--- src/rtl/osmd_pkg.sv ---
// object stream mips decoder: shared types and constants
// request structs, record codes, parser phases and instruction names
// no dependencies
`default_nettype none

package osmd_pkg;

  // magic number at the head of every object file
  localparam logic [7:0] MAGIC_BYTE0 = 8'd76;
  localparam logic [7:0] MAGIC_BYTE1 = 8'd97;
  localparam logic [7:0] MAGIC_BYTE2 = 8'd88;
  localparam logic [7:0] MAGIC_BYTE3 = 8'd0;

  // section type bytes
  localparam logic [31:0] SECT_TEXT = 32'd7;
  localparam logic [31:0] SECT_DATA = 32'd8;

  typedef enum logic [3:0] {
    PH_MAGIC   = 4'd0,
    PH_VERSION = 4'd1,
    PH_COUNT   = 4'd2,
    PH_TYPE    = 4'd3,
    PH_ADDR    = 4'd4,
    PH_SIZE    = 4'd5,
    PH_BODY    = 4'd6,
    PH_STOPPED = 4'd7,
    PH_DONE    = 4'd8
  } phase_e;

  typedef enum logic [2:0] {
    REC_DATA_START = 3'd0,
    REC_TEXT_START = 3'd1,
    REC_DATA_BYTE  = 3'd2,
    REC_INSTR      = 3'd3,
    REC_STOPPED    = 3'd4
  } rec_kind_e;

  typedef enum logic [2:0] {
    ERR_NONE       = 3'd0,
    ERR_MAGIC      = 3'd1,
    ERR_SECT_TYPE  = 3'd2,
    ERR_UNKNOWN_OP = 3'd3,
    ERR_RS_NZ      = 3'd4,
    ERR_SHAMT_ZERO = 3'd5,
    ERR_JR_FIELDS  = 3'd6,
    ERR_SHAMT_NZ   = 3'd7
  } err_e;

  typedef enum logic [4:0] {
    MN_ADD     = 5'd0,
    MN_ADDU    = 5'd1,
    MN_AND     = 5'd2,
    MN_NOR     = 5'd3,
    MN_OR      = 5'd4,
    MN_SLT     = 5'd5,
    MN_SLTU    = 5'd6,
    MN_SLL     = 5'd7,
    MN_SRA     = 5'd8,
    MN_SRL     = 5'd9,
    MN_SUB     = 5'd10,
    MN_SUBU    = 5'd11,
    MN_XOR     = 5'd12,
    MN_JR      = 5'd13,
    MN_SYSCALL = 5'd14,
    MN_J       = 5'd15,
    MN_JAL     = 5'd16,
    MN_ADDI    = 5'd17,
    MN_ADDIU   = 5'd18,
    MN_ANDI    = 5'd19,
    MN_LUI     = 5'd20,
    MN_ORI     = 5'd21,
    MN_SLTI    = 5'd22,
    MN_SLTIU   = 5'd23,
    MN_LBU     = 5'd24,
    MN_LHU     = 5'd25,
    MN_LW      = 5'd26,
    MN_SB      = 5'd27,
    MN_SH      = 5'd28,
    MN_SW      = 5'd29,
    MN_BEQ     = 5'd30,
    MN_BNE     = 5'd31
  } mnemonic_e;

  typedef enum logic [3:0] {
    FORM_NONE     = 4'd0,
    FORM_SHIFT    = 4'd1,
    FORM_RS       = 4'd2,
    FORM_THREE    = 4'd3,
    FORM_JUMP     = 4'd4,
    FORM_BRANCH   = 4'd5,
    FORM_LDST     = 4'd6,
    FORM_LUI      = 4'd7,
    FORM_HEX_IMM  = 4'd8,
    FORM_SIGN_IMM = 4'd9
  } form_e;

  // one input request
  typedef struct packed {
    logic [7:0] stream_byte;
    logic       starts_file;
  } osmd_in_t;

  // one result record
  typedef struct packed {
    logic [2:0]         record_kind;
    logic [2:0]         error_code;
    logic [31:0]        item_address;
    logic [7:0]         byte_value;
    logic [4:0]         mnemonic;
    logic [3:0]         operand_form;
    logic [4:0]         reg_first;
    logic [4:0]         reg_second;
    logic [4:0]         reg_third;
    logic [4:0]         shift_amount;
    logic signed [15:0] immediate;
    logic [31:0]        target;
  } osmd_rec_t;

  // decoder result handed to the parser
  typedef struct packed {
    err_e               err;
    mnemonic_e          mnemonic;
    form_e              form;
    logic [4:0]         reg_first;
    logic [4:0]         reg_second;
    logic [4:0]         reg_third;
    logic [4:0]         shift_amount;
    logic signed [15:0] immediate;
    logic [31:0]        target;
  } osmd_dec_t;

endpackage

`default_nettype wire

--- src/rtl/object_stream_mips_decoder_unit.sv ---
// object stream mips decoder: top level, byte-stream parser and record output
// depends on osmd_pkg and osmd_decode
//
// Usage
//   The input channel (in_valid_i / in_ready_o / in_data_i) carries one byte
//   of an object file per request. A request with starts_file set restarts
//   the parse at the first magic byte. Each request yields zero or one record
//   on the output channel (out_valid_o / out_ready_i / out_data_o): section
//   starts, data bytes, decoded instructions, or one stopped record on error.
//   Throughput: one request per cycle while in_ready_o is high, for header
//   bytes, data bytes and the four bytes of each instruction alike. The
//   parser state and the instruction decoder sit between the parser
//   registers and the output register (or the skid entry, on a stall).
//   Stall: an output register plus one skid entry hold records; while the
//   receiver stalls, requests are still taken until a second record waits
//   in the skid entry, then in_ready_o drops until it drains.
//   Reset: asynchronous, active low; clears the parser to the magic phase
//   and empties the output stage. After an error or the end of a file,
//   bytes are taken and dropped until starts_file is seen.
`default_nettype none

module object_stream_mips_decoder_unit (
  input  logic                clk_i,
  input  logic                rst_ni,
  input  logic                in_valid_i,
  output logic                in_ready_o,
  input  osmd_pkg::osmd_in_t  in_data_i,
  output logic                out_valid_o,
  input  logic                out_ready_i,
  output osmd_pkg::osmd_rec_t out_data_o
);
  import osmd_pkg::*;

  // parser state
  phase_e      phase_q, phase_d;
  logic [1:0]  cnt_q, cnt_d;
  logic [7:0]  sect_q, sect_d;
  logic        is_text_q, is_text_d;
  logic [31:0] addr_q, addr_d;
  logic [31:0] units_q, units_d;
  logic [31:0] word_q, word_d;

  // state seen by this request, after a file restart
  phase_e      phase_e_v;
  logic [1:0]  cnt_v;
  logic [7:0]  sect_v;
  logic        is_text_v;
  logic [31:0] addr_v;
  logic [31:0] units_v;
  logic [31:0] word_v;

  // output stage
  logic        out_valid_q;
  osmd_rec_t   out_data_q;
  logic        skid_valid_q;
  osmd_rec_t   skid_data_q;

  logic        in_fire;
  logic        out_fire;
  logic        rec_valid;
  osmd_rec_t   rec;
  logic [7:0]  b;
  logic [31:0] byte_sh;
  logic [31:0] word_full;
  logic [31:0] units_full;
  logic [31:0] units_new;
  logic [7:0]  magic_exp;
  osmd_dec_t   dec;

  assign in_ready_o  = !skid_valid_q;
  assign in_fire     = in_valid_i && in_ready_o;
  assign out_valid_o = out_valid_q;
  assign out_data_o  = out_data_q;
  assign out_fire    = out_valid_q && out_ready_i;

  // restart on file start
  always_comb begin
    if (in_data_i.starts_file) begin
      phase_e_v = PH_MAGIC;
      cnt_v     = 2'd0;
      sect_v    = 8'd0;
      is_text_v = 1'b0;
      addr_v    = 32'd0;
      units_v   = 32'd0;
      word_v    = 32'd0;
    end else begin
      phase_e_v = phase_q;
      cnt_v     = cnt_q;
      sect_v    = sect_q;
      is_text_v = is_text_q;
      addr_v    = addr_q;
      units_v   = units_q;
      word_v    = word_q;
    end
  end

  // little-endian byte placement
  assign b          = in_data_i.stream_byte;
  assign byte_sh    = {24'd0, b} << {cnt_v, 3'b000};
  assign word_full  = word_v | byte_sh;
  assign units_full = units_v | byte_sh;

  // expected magic byte
  always_comb begin
    case (cnt_v)
      2'd0:    magic_exp = MAGIC_BYTE0;
      2'd1:    magic_exp = MAGIC_BYTE1;
      2'd2:    magic_exp = MAGIC_BYTE2;
      default: magic_exp = MAGIC_BYTE3;
    endcase
  end

  osmd_decode u_decode (
    .word_i (word_full),
    .pc_i   (addr_v),
    .dec_o  (dec)
  );

  // parser next state and record
  always_comb begin
    phase_d   = phase_e_v;
    cnt_d     = cnt_v;
    sect_d    = sect_v;
    is_text_d = is_text_v;
    addr_d    = addr_v;
    units_d   = units_v;
    word_d    = word_v;
    rec_valid = 1'b0;
    rec       = '0;
    units_new = units_full;

    case (phase_e_v)
      PH_MAGIC: begin
        if (b != magic_exp) begin
          phase_d         = PH_STOPPED;
          rec_valid       = 1'b1;
          rec.record_kind = REC_STOPPED;
          rec.error_code  = ERR_MAGIC;
        end else begin
          cnt_d = cnt_v + 2'd1;
          if (cnt_v == 2'd3) begin
            phase_d = PH_VERSION;
          end
        end
      end
      PH_VERSION: begin
        cnt_d = cnt_v + 2'd1;
        if (cnt_v == 2'd1) begin
          phase_d = PH_COUNT;
          cnt_d   = 2'd0;
        end
      end
      PH_COUNT: begin
        sect_d  = b;
        phase_d = (b != 8'd0) ? PH_TYPE : PH_DONE;
      end
      PH_TYPE: begin
        word_d  = {24'd0, b};
        addr_d  = 32'd0;
        cnt_d   = 2'd0;
        phase_d = PH_ADDR;
      end
      PH_ADDR: begin
        addr_d = addr_v | byte_sh;
        cnt_d  = cnt_v + 2'd1;
        if (cnt_v == 2'd3) begin
          phase_d = PH_SIZE;
          units_d = 32'd0;
        end
      end
      PH_SIZE: begin
        units_d = units_full;
        cnt_d   = cnt_v + 2'd1;
        if (cnt_v == 2'd3) begin
          rec_valid        = 1'b1;
          rec.item_address = addr_v;
          if (word_v == SECT_DATA || word_v == SECT_TEXT) begin
            if (word_v == SECT_DATA) begin
              is_text_d       = 1'b0;
              rec.record_kind = REC_DATA_START;
              units_new       = units_full;
            end else begin
              is_text_d       = 1'b1;
              rec.record_kind = REC_TEXT_START;
              units_new       = {2'b00, units_full[31:2]};
            end
            units_d = units_new;
            word_d  = 32'd0;
            phase_d = PH_BODY;
            // empty section ends at once
            if (units_new == 32'd0) begin
              sect_d  = sect_v - 8'd1;
              phase_d = (sect_v != 8'd1) ? PH_TYPE : PH_DONE;
              cnt_d   = 2'd0;
            end
          end else begin
            phase_d         = PH_STOPPED;
            rec.record_kind = REC_STOPPED;
            rec.error_code  = ERR_SECT_TYPE;
          end
        end
      end
      PH_BODY: begin
        if (!is_text_v) begin
          // data byte
          rec_valid        = 1'b1;
          rec.record_kind  = REC_DATA_BYTE;
          rec.item_address = addr_v;
          rec.byte_value   = b;
          addr_d           = addr_v + 32'd1;
          units_d          = units_v - 32'd1;
          if (units_v == 32'd1) begin
            sect_d  = sect_v - 8'd1;
            phase_d = (sect_v != 8'd1) ? PH_TYPE : PH_DONE;
            cnt_d   = 2'd0;
            word_d  = 32'd0;
          end
        end else if (cnt_v != 2'd3) begin
          // gather instruction bytes
          word_d = word_full;
          cnt_d  = cnt_v + 2'd1;
        end else begin
          // full word: decode it
          rec_valid        = 1'b1;
          rec.item_address = addr_v;
          cnt_d            = 2'd0;
          word_d           = 32'd0;
          if (dec.err != ERR_NONE) begin
            rec.record_kind = REC_STOPPED;
            rec.error_code  = dec.err;
            phase_d         = PH_STOPPED;
          end else begin
            rec.record_kind  = REC_INSTR;
            rec.mnemonic     = dec.mnemonic;
            rec.operand_form = dec.form;
            rec.reg_first    = dec.reg_first;
            rec.reg_second   = dec.reg_second;
            rec.reg_third    = dec.reg_third;
            rec.shift_amount = dec.shift_amount;
            rec.immediate    = dec.immediate;
            rec.target       = dec.target;
            addr_d           = addr_v + 32'd4;
            units_d          = units_v - 32'd1;
            if (units_v == 32'd1) begin
              sect_d  = sect_v - 8'd1;
              phase_d = (sect_v != 8'd1) ? PH_TYPE : PH_DONE;
            end
          end
        end
      end
      default: begin
        // stopped or finished: bytes are dropped
      end
    endcase
  end

  // parser registers
  always_ff @(posedge clk_i or negedge rst_ni) begin
    if (!rst_ni) begin
      phase_q   <= PH_MAGIC;
      cnt_q     <= 2'd0;
      sect_q    <= 8'd0;
      is_text_q <= 1'b0;
      addr_q    <= 32'd0;
      units_q   <= 32'd0;
      word_q    <= 32'd0;
    end else if (in_fire) begin
      phase_q   <= phase_d;
      cnt_q     <= cnt_d;
      sect_q    <= sect_d;
      is_text_q <= is_text_d;
      addr_q    <= addr_d;
      units_q   <= units_d;
      word_q    <= word_d;
    end
  end

  // output register and skid entry: valid bits
  always_ff @(posedge clk_i or negedge rst_ni) begin
    if (!rst_ni) begin
      out_valid_q  <= 1'b0;
      skid_valid_q <= 1'b0;
    end else if (skid_valid_q) begin
      if (out_fire) begin
        skid_valid_q <= 1'b0;
      end
    end else if (in_fire && rec_valid) begin
      if (!out_valid_q || out_fire) begin
        out_valid_q <= 1'b1;
      end else begin
        skid_valid_q <= 1'b1;
      end
    end else if (out_fire) begin
      out_valid_q <= 1'b0;
    end
  end

  // output register and skid entry: payload
  always_ff @(posedge clk_i) begin
    if (skid_valid_q) begin
      if (out_fire) begin
        out_data_q <= skid_data_q;
      end
    end else if (in_fire && rec_valid) begin
      if (!out_valid_q || out_fire) begin
        out_data_q <= rec;
      end else begin
        skid_data_q <= rec;
      end
    end
  end

endmodule

`default_nettype wire

--- src/rtl/osmd_decode.sv ---
// object stream mips decoder: combinational decode of one instruction word
// depends on osmd_pkg for the mnemonic, form and error codes
`default_nettype none

module osmd_decode (
  input  logic [31:0]        word_i,
  input  logic [31:0]        pc_i,
  output osmd_pkg::osmd_dec_t dec_o
);
  import osmd_pkg::*;

  // primary opcodes
  localparam logic [5:0] OP_SPECIAL = 6'd0;
  localparam logic [5:0] OP_J       = 6'd2;
  localparam logic [5:0] OP_JAL     = 6'd3;
  localparam logic [5:0] OP_BEQ     = 6'd4;
  localparam logic [5:0] OP_BNE     = 6'd5;
  localparam logic [5:0] OP_ADDI    = 6'd8;
  localparam logic [5:0] OP_ADDIU   = 6'd9;
  localparam logic [5:0] OP_SLTI    = 6'd10;
  localparam logic [5:0] OP_SLTIU   = 6'd11;
  localparam logic [5:0] OP_ANDI    = 6'd12;
  localparam logic [5:0] OP_ORI     = 6'd13;
  localparam logic [5:0] OP_LUI     = 6'd15;
  localparam logic [5:0] OP_LW      = 6'd35;
  localparam logic [5:0] OP_LBU     = 6'd36;
  localparam logic [5:0] OP_LHU     = 6'd37;
  localparam logic [5:0] OP_SB      = 6'd40;
  localparam logic [5:0] OP_SH      = 6'd41;
  localparam logic [5:0] OP_SW      = 6'd43;

  // function codes of the special opcode
  localparam logic [5:0] FN_SLL     = 6'd0;
  localparam logic [5:0] FN_SRL     = 6'd2;
  localparam logic [5:0] FN_SRA     = 6'd3;
  localparam logic [5:0] FN_JR      = 6'd8;
  localparam logic [5:0] FN_SYSCALL = 6'd12;
  localparam logic [5:0] FN_ADD     = 6'd32;
  localparam logic [5:0] FN_ADDU    = 6'd33;
  localparam logic [5:0] FN_SUB     = 6'd34;
  localparam logic [5:0] FN_SUBU    = 6'd35;
  localparam logic [5:0] FN_AND     = 6'd36;
  localparam logic [5:0] FN_OR      = 6'd37;
  localparam logic [5:0] FN_XOR     = 6'd38;
  localparam logic [5:0] FN_NOR     = 6'd39;
  localparam logic [5:0] FN_SLT     = 6'd42;
  localparam logic [5:0] FN_SLTU    = 6'd43;

  logic [5:0]  op;
  logic [5:0]  fn;
  logic [4:0]  rs;
  logic [4:0]  rt;
  logic [4:0]  rd;
  logic [4:0]  sh;
  logic [15:0] imm;
  logic [31:0] br_offset;

  assign op        = word_i[31:26];
  assign fn        = word_i[5:0];
  assign rs        = word_i[25:21];
  assign rt        = word_i[20:16];
  assign rd        = word_i[15:11];
  assign sh        = word_i[10:6];
  assign imm       = word_i[15:0];
  // sign-extended word offset plus the step past the branch itself
  assign br_offset = {{14{imm[15]}}, imm, 2'b00} + 32'd4;

  always_comb begin
    dec_o              = '0;
    dec_o.err          = ERR_NONE;
    dec_o.mnemonic     = MN_ADD;
    dec_o.form         = FORM_NONE;
    dec_o.shift_amount = sh;

    if (op == OP_SPECIAL) begin
      // register-type: pick the mnemonic from the function code
      case (fn)
        FN_ADD:     dec_o.mnemonic = MN_ADD;
        FN_ADDU:    dec_o.mnemonic = MN_ADDU;
        FN_AND:     dec_o.mnemonic = MN_AND;
        FN_NOR:     dec_o.mnemonic = MN_NOR;
        FN_OR:      dec_o.mnemonic = MN_OR;
        FN_SLT:     dec_o.mnemonic = MN_SLT;
        FN_SLTU:    dec_o.mnemonic = MN_SLTU;
        FN_SLL:     dec_o.mnemonic = MN_SLL;
        FN_SRA:     dec_o.mnemonic = MN_SRA;
        FN_SRL:     dec_o.mnemonic = MN_SRL;
        FN_SUB:     dec_o.mnemonic = MN_SUB;
        FN_SUBU:    dec_o.mnemonic = MN_SUBU;
        FN_XOR:     dec_o.mnemonic = MN_XOR;
        FN_JR:      dec_o.mnemonic = MN_JR;
        FN_SYSCALL: dec_o.mnemonic = MN_SYSCALL;
        default:    dec_o.err      = ERR_UNKNOWN_OP;
      endcase

      // field rules and operand layout
      if (dec_o.err == ERR_NONE) begin
        case (dec_o.mnemonic)
          MN_SYSCALL: dec_o.form = FORM_NONE;
          MN_SLL, MN_SRA, MN_SRL: begin
            if (rs != 5'd0) begin
              dec_o.err = ERR_RS_NZ;
            end else if (sh == 5'd0) begin
              dec_o.err = ERR_SHAMT_ZERO;
            end else begin
              dec_o.form       = FORM_SHIFT;
              dec_o.reg_first  = rd;
              dec_o.reg_second = rt;
            end
          end
          MN_JR: begin
            if (rt != 5'd0 || rd != 5'd0 || sh != 5'd0) begin
              dec_o.err = ERR_JR_FIELDS;
            end else begin
              dec_o.form      = FORM_RS;
              dec_o.reg_first = rs;
            end
          end
          default: begin
            if (sh != 5'd0) begin
              dec_o.err = ERR_SHAMT_NZ;
            end else begin
              dec_o.form       = FORM_THREE;
              dec_o.reg_first  = rd;
              dec_o.reg_second = rs;
              dec_o.reg_third  = rt;
            end
          end
        endcase
      end
    end else if (op == OP_J || op == OP_JAL) begin
      // jump: word index shifted into a 28-bit byte target
      dec_o.mnemonic = (op == OP_J) ? MN_J : MN_JAL;
      dec_o.form     = FORM_JUMP;
      dec_o.target   = {4'b0000, word_i[25:0], 2'b00};
    end else begin
      // immediate-type
      case (op)
        OP_ADDI:  dec_o.mnemonic = MN_ADDI;
        OP_ADDIU: dec_o.mnemonic = MN_ADDIU;
        OP_ANDI:  dec_o.mnemonic = MN_ANDI;
        OP_LUI:   dec_o.mnemonic = MN_LUI;
        OP_ORI:   dec_o.mnemonic = MN_ORI;
        OP_SLTI:  dec_o.mnemonic = MN_SLTI;
        OP_SLTIU: dec_o.mnemonic = MN_SLTIU;
        OP_LBU:   dec_o.mnemonic = MN_LBU;
        OP_LHU:   dec_o.mnemonic = MN_LHU;
        OP_LW:    dec_o.mnemonic = MN_LW;
        OP_SB:    dec_o.mnemonic = MN_SB;
        OP_SH:    dec_o.mnemonic = MN_SH;
        OP_SW:    dec_o.mnemonic = MN_SW;
        OP_BEQ:   dec_o.mnemonic = MN_BEQ;
        OP_BNE:   dec_o.mnemonic = MN_BNE;
        default:  dec_o.err      = ERR_UNKNOWN_OP;
      endcase

      if (dec_o.err == ERR_NONE) begin
        dec_o.immediate  = imm;
        dec_o.reg_first  = rt;
        dec_o.reg_second = rs;
        case (dec_o.mnemonic)
          MN_BEQ, MN_BNE: begin
            dec_o.form   = FORM_BRANCH;
            dec_o.target = pc_i + br_offset;
          end
          MN_LBU, MN_LHU, MN_LW, MN_SB, MN_SH, MN_SW: dec_o.form = FORM_LDST;
          MN_LUI: begin
            if (rs != 5'd0) begin
              dec_o.err = ERR_RS_NZ;
            end
            dec_o.form       = FORM_LUI;
            dec_o.reg_second = 5'd0;
          end
          MN_ANDI, MN_ORI: dec_o.form = FORM_HEX_IMM;
          default:         dec_o.form = FORM_SIGN_IMM;
        endcase
      end
    end
  end

endmodule

`default_nettype wire
--- config.mk ---
export PLATFORM = sky130hd
export DESIGN_NAME = object_stream_mips_decoder_unit
export DESIGN_NICKNAME = d
export VERILOG_FILES = /design/src/rtl/osmd_pkg.sv /design/src/rtl/object_stream_mips_decoder_unit.sv /design/src/rtl/osmd_decode.sv
export SDC_FILE = /design/constraint.sdc
export NUM_CORES = 1
export LEC_CHECK = 0
export ABC_AREA = 0
export BUFFER_PORTS_ARGS = -buffer_cell sky130_fd_sc_hd__buf_2
export CORE_MARGIN = 5
export CORE_UTILIZATION = 45
export DETAILED_ROUTE_END_ITERATION = 6
export SYNTH_ARGS = -nofsm -noshare
export SYNTH_HDL_FRONTEND = slang
export SYNTH_SLANG_ARGS = --single-unit
--- constraint.sdc ---
create_clock -name clk_i -period 15.05 [get_ports clk_i]
set_input_delay 3.01 -clock clk_i [delete_from_list [all_inputs] [get_ports clk_i]]
set_output_delay 3.01 -clock clk_i [all_outputs]
set_load 0.1 [all_outputs]
After elaboration in Yosys (flattened, before gate mapping)

Index checks and enable logic that the tools add are counted.
Widths: inputs -> output; s select.

Bits in registers: 359
Input bits: 13
Output and inout port bits: 125
Word-level logic and storage cells: 288

Add/subtract/negate cells: 7
Eq/ne operators: 64
Shift-type cells: 1
Multiplexer cells: 140
Bitwise logic cells: 5
Reductions and logical operators: 38

Operators by type and width:

| operator              | count |
|---|---|
| $mux 32               | 24 |
| $mux 123              | 4 |
| $pmux 32 s3           | 3 |
| $mux 77               | 3 |
| $eq 6x6->1 const B    | 16 |
| $mux 48               | 2 |
| $or 32x32->32         | 3 |
| $mux 85               | 1 |
| $mux 38               | 2 |
| $pmux 5 s15           | 1 |
| $mux 8                | 9 |
| $pmux 32 s2           | 1 |
| $mux 4                | 14 |
| $pmux 4 s14           | 1 |
| $eq 5x5->1 const B    | 11 |
| $eq 6x4->1 const B    | 9 |
| $mux 3                | 17 |
| $mux 5                | 7 |
| $add 32x1->32 const B | 1 |
| $add 32x3->32 const B | 1 |
| $add 32x32->32        | 1 |
| $eq 32x1->1 const B   | 1 |
| $eq 32x3->1 const B   | 1 |
| $eq 32x4->1 const B   | 1 |
| other kinds (61)      | 121 |

Logic depth before layout (Yosys ltp)

Word-level depth: 21
Gate-level depth with buffers: 29
Depth with buffers taken out: 24

Modules after synthesis

From an unflattened synthesis, not the netlist that was laid out.

Cell total of the unflattened synthesis: 2379
Area total of the unflattened synthesis: 22663.0 um^2

By module, submodules not included:

| module                          | times used | cells each | area each (um^2) | seq. area each (um^2) |
|---|---|---|---|---|
| object_stream_mips_decoder_unit | 1          | 1860       | 19288.5          | 10214.8 |
| osmd_decode                     | 1          | 519        | 3374.5           | 0.0 |

Least setup slack after synthesis

No wires, ideal clock.

Kind: in2reg
Start: input port in_data_i[0] in the netlist's numbering
End: register out_data_q (netlist bit out_data_o[0]), enable pin
Setup time: 0.646 ns
Data arrival time: 11.598 ns
Data required time: 14.404 ns
Path slack: 2.806 ns
Stages on the path: 15
Buffers on the path: 7
Cells stage by stage: buf_6 inv_2 buf_2 clkbuf_1 buf_2 clkbuf_1 nand2_1 inv_1 ha_1 clkbuf_1 clkbuf_1 a21oi_1 nand2_1 nand2_1 a21oi_1

Longest elaborated chain between the ends: 9
Elaborated cells between the ends (all ways): 21
Classes of those cells: eq/ne (7); mux (9); reduce/logical (5)

Ends and longest elaborated chain:

| element                                  | line                                   | text |
|---|---|---|
| from (decl)                              | object_stream_mips_decoder_unit.sv:27  | `input osmd_pkg::osmd_in_t in_data_i,` |
| $mux 2                                   | object_stream_mips_decoder_unit.sv:78  | `if (in_data_i.starts_file) begin` |
| $eq 2x2->1, or another cell as far along | object_stream_mips_decoder_unit.sv:105 | `case (cnt_v)` |
| $pmux 7 s3                               | object_stream_mips_decoder_unit.sv:105 |  |
| $ne 8x8->1                               | object_stream_mips_decoder_unit.sv:134 | `if (b != magic_exp) begin` |
| $mux 1                                   | object_stream_mips_decoder_unit.sv:134 |  |
| $pmux 1 s3 (*)                           | object_stream_mips_decoder_unit.sv:132 | `case (phase_e_v)` |
| $logic_and 1x1->1 (*)                    | object_stream_mips_decoder_unit.sv:304 | `end else if (in_fire && rec_valid) begin` |
| $reduce_bool 2->1 (no line) (*)          | -                                      |  |
| $reduce_and 3->1 (no line) (*)           | -                                      |  |
| to (signal assigned)                     | object_stream_mips_decoder_unit.sv:302 | `out_data_q <= skid_data_q;` |
| to (signal assigned)                     | object_stream_mips_decoder_unit.sv:306 | `out_data_q <= rec;` |
| to (decl)                                | object_stream_mips_decoder_unit.sv:54  | `osmd_rec_t out_data_q;` |

Every way passes the cells marked *; elsewhere a longest branch is shown, timed or not.
A chain may end at the register's enable or synchronous reset.

==> results by group <==
STA
  • Relative slew slack: 0.0262
  • Measured slew at the worst slew-check pin: 1.45 ns
  • Hold_ws: 0.508 ns
  • Setup TNS: 0 ns
  • Slew Limit Fails: 0
  • Tmin final: 8.44 ns
  • FMAX: 118 MHz
  • Final hold viol count: 0
  • Final period util: 0.561
  • RSZ-0062 raised after global routing: no
  • Worst Skew: 0.0190 ns
  • # setup viols final: 0

Power and ir drop
  • Power per standard cell area: 177 mW/mm²
  • Max IR drop VDD: 0.126 mV
  • P_leak: 9.42 nW

Worst setup path
  • CP Class: input pin to flip-flop
  • Slowest CP cell: nand2b_1
  • Register-to-register path setup slack: 8.48 ns
  • Crit-path cells: buf_4 > o21bai_2 > nand2_1 > o21ai_1 > inv_1 > ha_1 > or4_1 > a32o_1 > o22ai_1 > xor2_1 > o211ai_2 > a2bb2oi_2 > o211ai_4 > nand2b_1 > o31a_4 > o22ai_2 > mux2_1
  • FF-to-FF path depth: 17
  • Slowest cell delay on critical path: 0.92 ns
  • Critical path capture point type: flip-flop
  • Worst EP arrival: 8.77 ns
  • Critical Path Fanout Max: 26
  • Worst reg2reg path startpoint: cnt_q[0]
  • Worst Setup EP: out_data_o[59]
  • Crit. Startpoint: in_data_i[0]
  • Reg2reg end: out_data_o[59]
  • Crit path required time: 15.37 ns
  • Startpoint Class: input pin

Place
  • Placer Congestion: 0.992
  • Dpl cells: 3,055
  • PortBufs: 137
  • Detail Placement HPWL: 55,800 µm

Route
  • First-iteration detailed-routing DRC count: 2,603
  • Number of nets with antenna violations after routing: 0
  • Number of remaining DRC errors: 0
  • Vias: 20,200
  • Pre-antenna DRT Iters: 6
  • Routed Wire Length: 81,300 µm
  • Routed len/inst: 26.0 µm
  • DR vias/cell: 6.45

Floorplanning
  • Core ar.: 0.0490 mm²
  • Initial Util: 0.455
  • Ports: 138
  • Die area: 0.0541 mm²
  • Num rows: 81
  • Die width: 233 µm
  • Die height: 233 µm

CTS
  • CTS resizes: 0
  • Post-CTS Setup Repair Bufs: 0
  • H-tree levels: 2
  • Clock Root Buffer: clkbuf_16
  • CTS Buffer Depth: 3
  • Worst-path clk slew: 0.06 ns
  • TritonCTS Sinks: 359
  • Clock Latency Late Sink: 0.59 ns
  • Clock buffer count from CTS: 41
  • Cts hold-fix bufs: 0
  • CTS tree: done

Yosys
  • Post-synth top area share: 0.332
  • Post-Syn Instances: 2,378
  • Post-Syn Area: 0.0223 mm²
  • Sequential share of the synthesized area: 0.458
  • Synth area leaders: edfxtp_1 (33%), dfrtp_1 (13%), a21oi_1 (4.3%)
  • Total nets after synthesis: 2,436
  • Asr flop ratio synth: 0.315
  • Post-synth top flop: edfxtp_1
  • Synth Register Bits: 359
  • Synth unique cells: 102
  • Post-synth EDFFs: 246
  • Ys Warns: 0
  • Mean post-synth cell area: 9.37 µm²
  • Largest area contributor in the netlist: edfxtp_1

GRT
  • Largest net degree at the start of global routing: 92
  • GRT Overall Usage: 0.291
  • Gr ovfl total: 0
  • First-pass GRT wire length: 121,000 µm
  • Vias in the first global route: 19,100
  • Initial antenna violation count: 3

Cells and area
  • Sequential cell area: 0.0102 mm²
  • Share of layout cells above drive strength 1: 0.149
  • Fillcell total: 4,508
  • N_diodes: 0
  • Area grow syn2layout: 11.4%
  • Fin cells: 3,131
  • Nets: 2,492
  • Area of the multi-input gates: 0.0112 mm²

Hold path
  • Hold Crit Depth: 2
  • Worst hold path class: flip-flop to flip-flop

Job
  • Max cap viols: 0

Status
  • Status: finished, final reports clean
-- worst min-delay path by stage --
| stage | startpoint | to | slack (ns) |
|---|---|---|---|
| 6_report | addr_q[31] | addr_q[31] | 0.51 |
| 5_1_grt | skid_data_q[30] | out_data_o[30] | 0.54 |
| 4_1_cts | addr_q[31] | addr_q[31] | 0.51 |
| 3_5_place_dp | addr_q[20] | addr_q[20] | 0.49 |
| 3_3_place_gp | addr_q[6] | addr_q[6] | 0.47 |
| 2_1_floorplan | addr_q[20] | addr_q[20] | 0.45 |
-- critical path, delay by kind of cell --
family / cells / cell delay [ns]
buffers and inverters: 2 / 0.51
AND/OR/NAND/NOR: 3 / 1.69
XOR/XNOR: 1 / 0.21
adder cells (fa/ha/maj): 1 / 0.30
AO/OA/AOI/OAI: 9 / 2.70
multiplexers: 1 / 0.33
-- cells by family (layout without fill, tap and decap cells) --
group	Yosys count	count (layout)	share of synthesized area
AND/OR/NAND/NOR	869	869	0.188
AO/OA/AOI/OAI	740	740	0.222
flip-flops	359	359	0.458
buffers and inverters	224	313	0.0430
multiplexers	74	74	0.0367
XOR/XNOR	67	67	0.0263
adder cells (fa/ha/maj)	45	45	0.0256
-- where the power goes --
| part | internal [W] | switching (W) |
|---|---|---|
| logic | 0.000388 | 0.00151 |
| clock network | 0.000599 | 0.000440 |
| registers | 0.00129 | 0.000158 |
-- sequential cells by signal (all words and copies together), names as in the netlist --
name,count
units_q,32
is_text_q,1
sect_q,8
out_data_o,123
skid_valid_q,1
cnt_q,2
skid_data_q,123
word_q,32
phase_q,4
addr_q,32
out_valid_o,1
-- cells in the final DEF, fill, tap and decap left out, types with 10 or more instances in the layout --
cell type and count:
a21o_1 22, clkbuf_1 10, buf_4 49, mux2_2 52
buf_2 135, o21ai_1 18, inv_1 50, or3_1 12
o221ai_1 14, and3_1 31, xnor2_1 46, nand2b_1 15
nor4_1 25, and4_1 10, a32oi_1 13, dfrtp_1 112
edfxtp_1 246, a21oi_1 190, o21ai_0 162, a22o_1 11
nor3_1 59, or2_2 13, and2_1 37, a31oi_1 34
nand4_1 23, o22ai_1 18, o211ai_1 21, and3b_1 13
nand3_1 56, nor2b_1 36, mux2i_1 16, a211oi_1 12
ha_1 44, clkbuf_16 42, a22oi_1 24, o31ai_1 76
nand2_1 248, nor2_1 253, xor2_1 21
-- through the flow --
stage	cell area (µm²)	util	power, W	setup WS, ns
after global placement	23400	0.479	0.00333	6.24
after CTS	24800	0.507	0.00438	6.67
after global routing	24800	0.507	0.00455	6.33
after detailed placement	23400	0.479	0.00334	6.07
after floorplan	22300	-	0.00293	2.81
final	24800	0.507	0.00438	6.61
-- metal layers --
metal | vias to the layer above | routed length [µm] | part of all wire | global-route usage
li1 | 8992 | - | - | -
met1 | 9822 | 33500 | 0.41 | 0.397
met2 | 1114 | 36200 | 0.44 | 0.450
met3 | 258 | 7830 | 0.096 | 0.0686
met4 | 4 | 3820 | 0.047 | 0.117
met5 | - | 28 | 0.00034 | 0
-- final cells by class --
cell class                 count  share of cell area
clock inverter                22              0.0103
clock buffer                  54              0.0450
sequential                   359               0.412
tap                          664              0.0335
inverter                      53             0.00802
timing repair buffer         184              0.0420
multi-input combinational   1795               0.449
-- Yosys cell counts (all sizes together), types with 35 or more instances --
cell type / instances
nor2b: 38
nor3: 62
nor2: 253
a31oi: 35
ha: 44
edfxtp: 246
a21oi: 197
o21ai: 185
nand3: 56
o31ai: 76
clkbuf: 127
xnor2: 46
inv: 53
mux2: 58
buf: 44
nand2: 249
and2: 38
dfrtp: 113
Power figures use the tool's default switching activity.
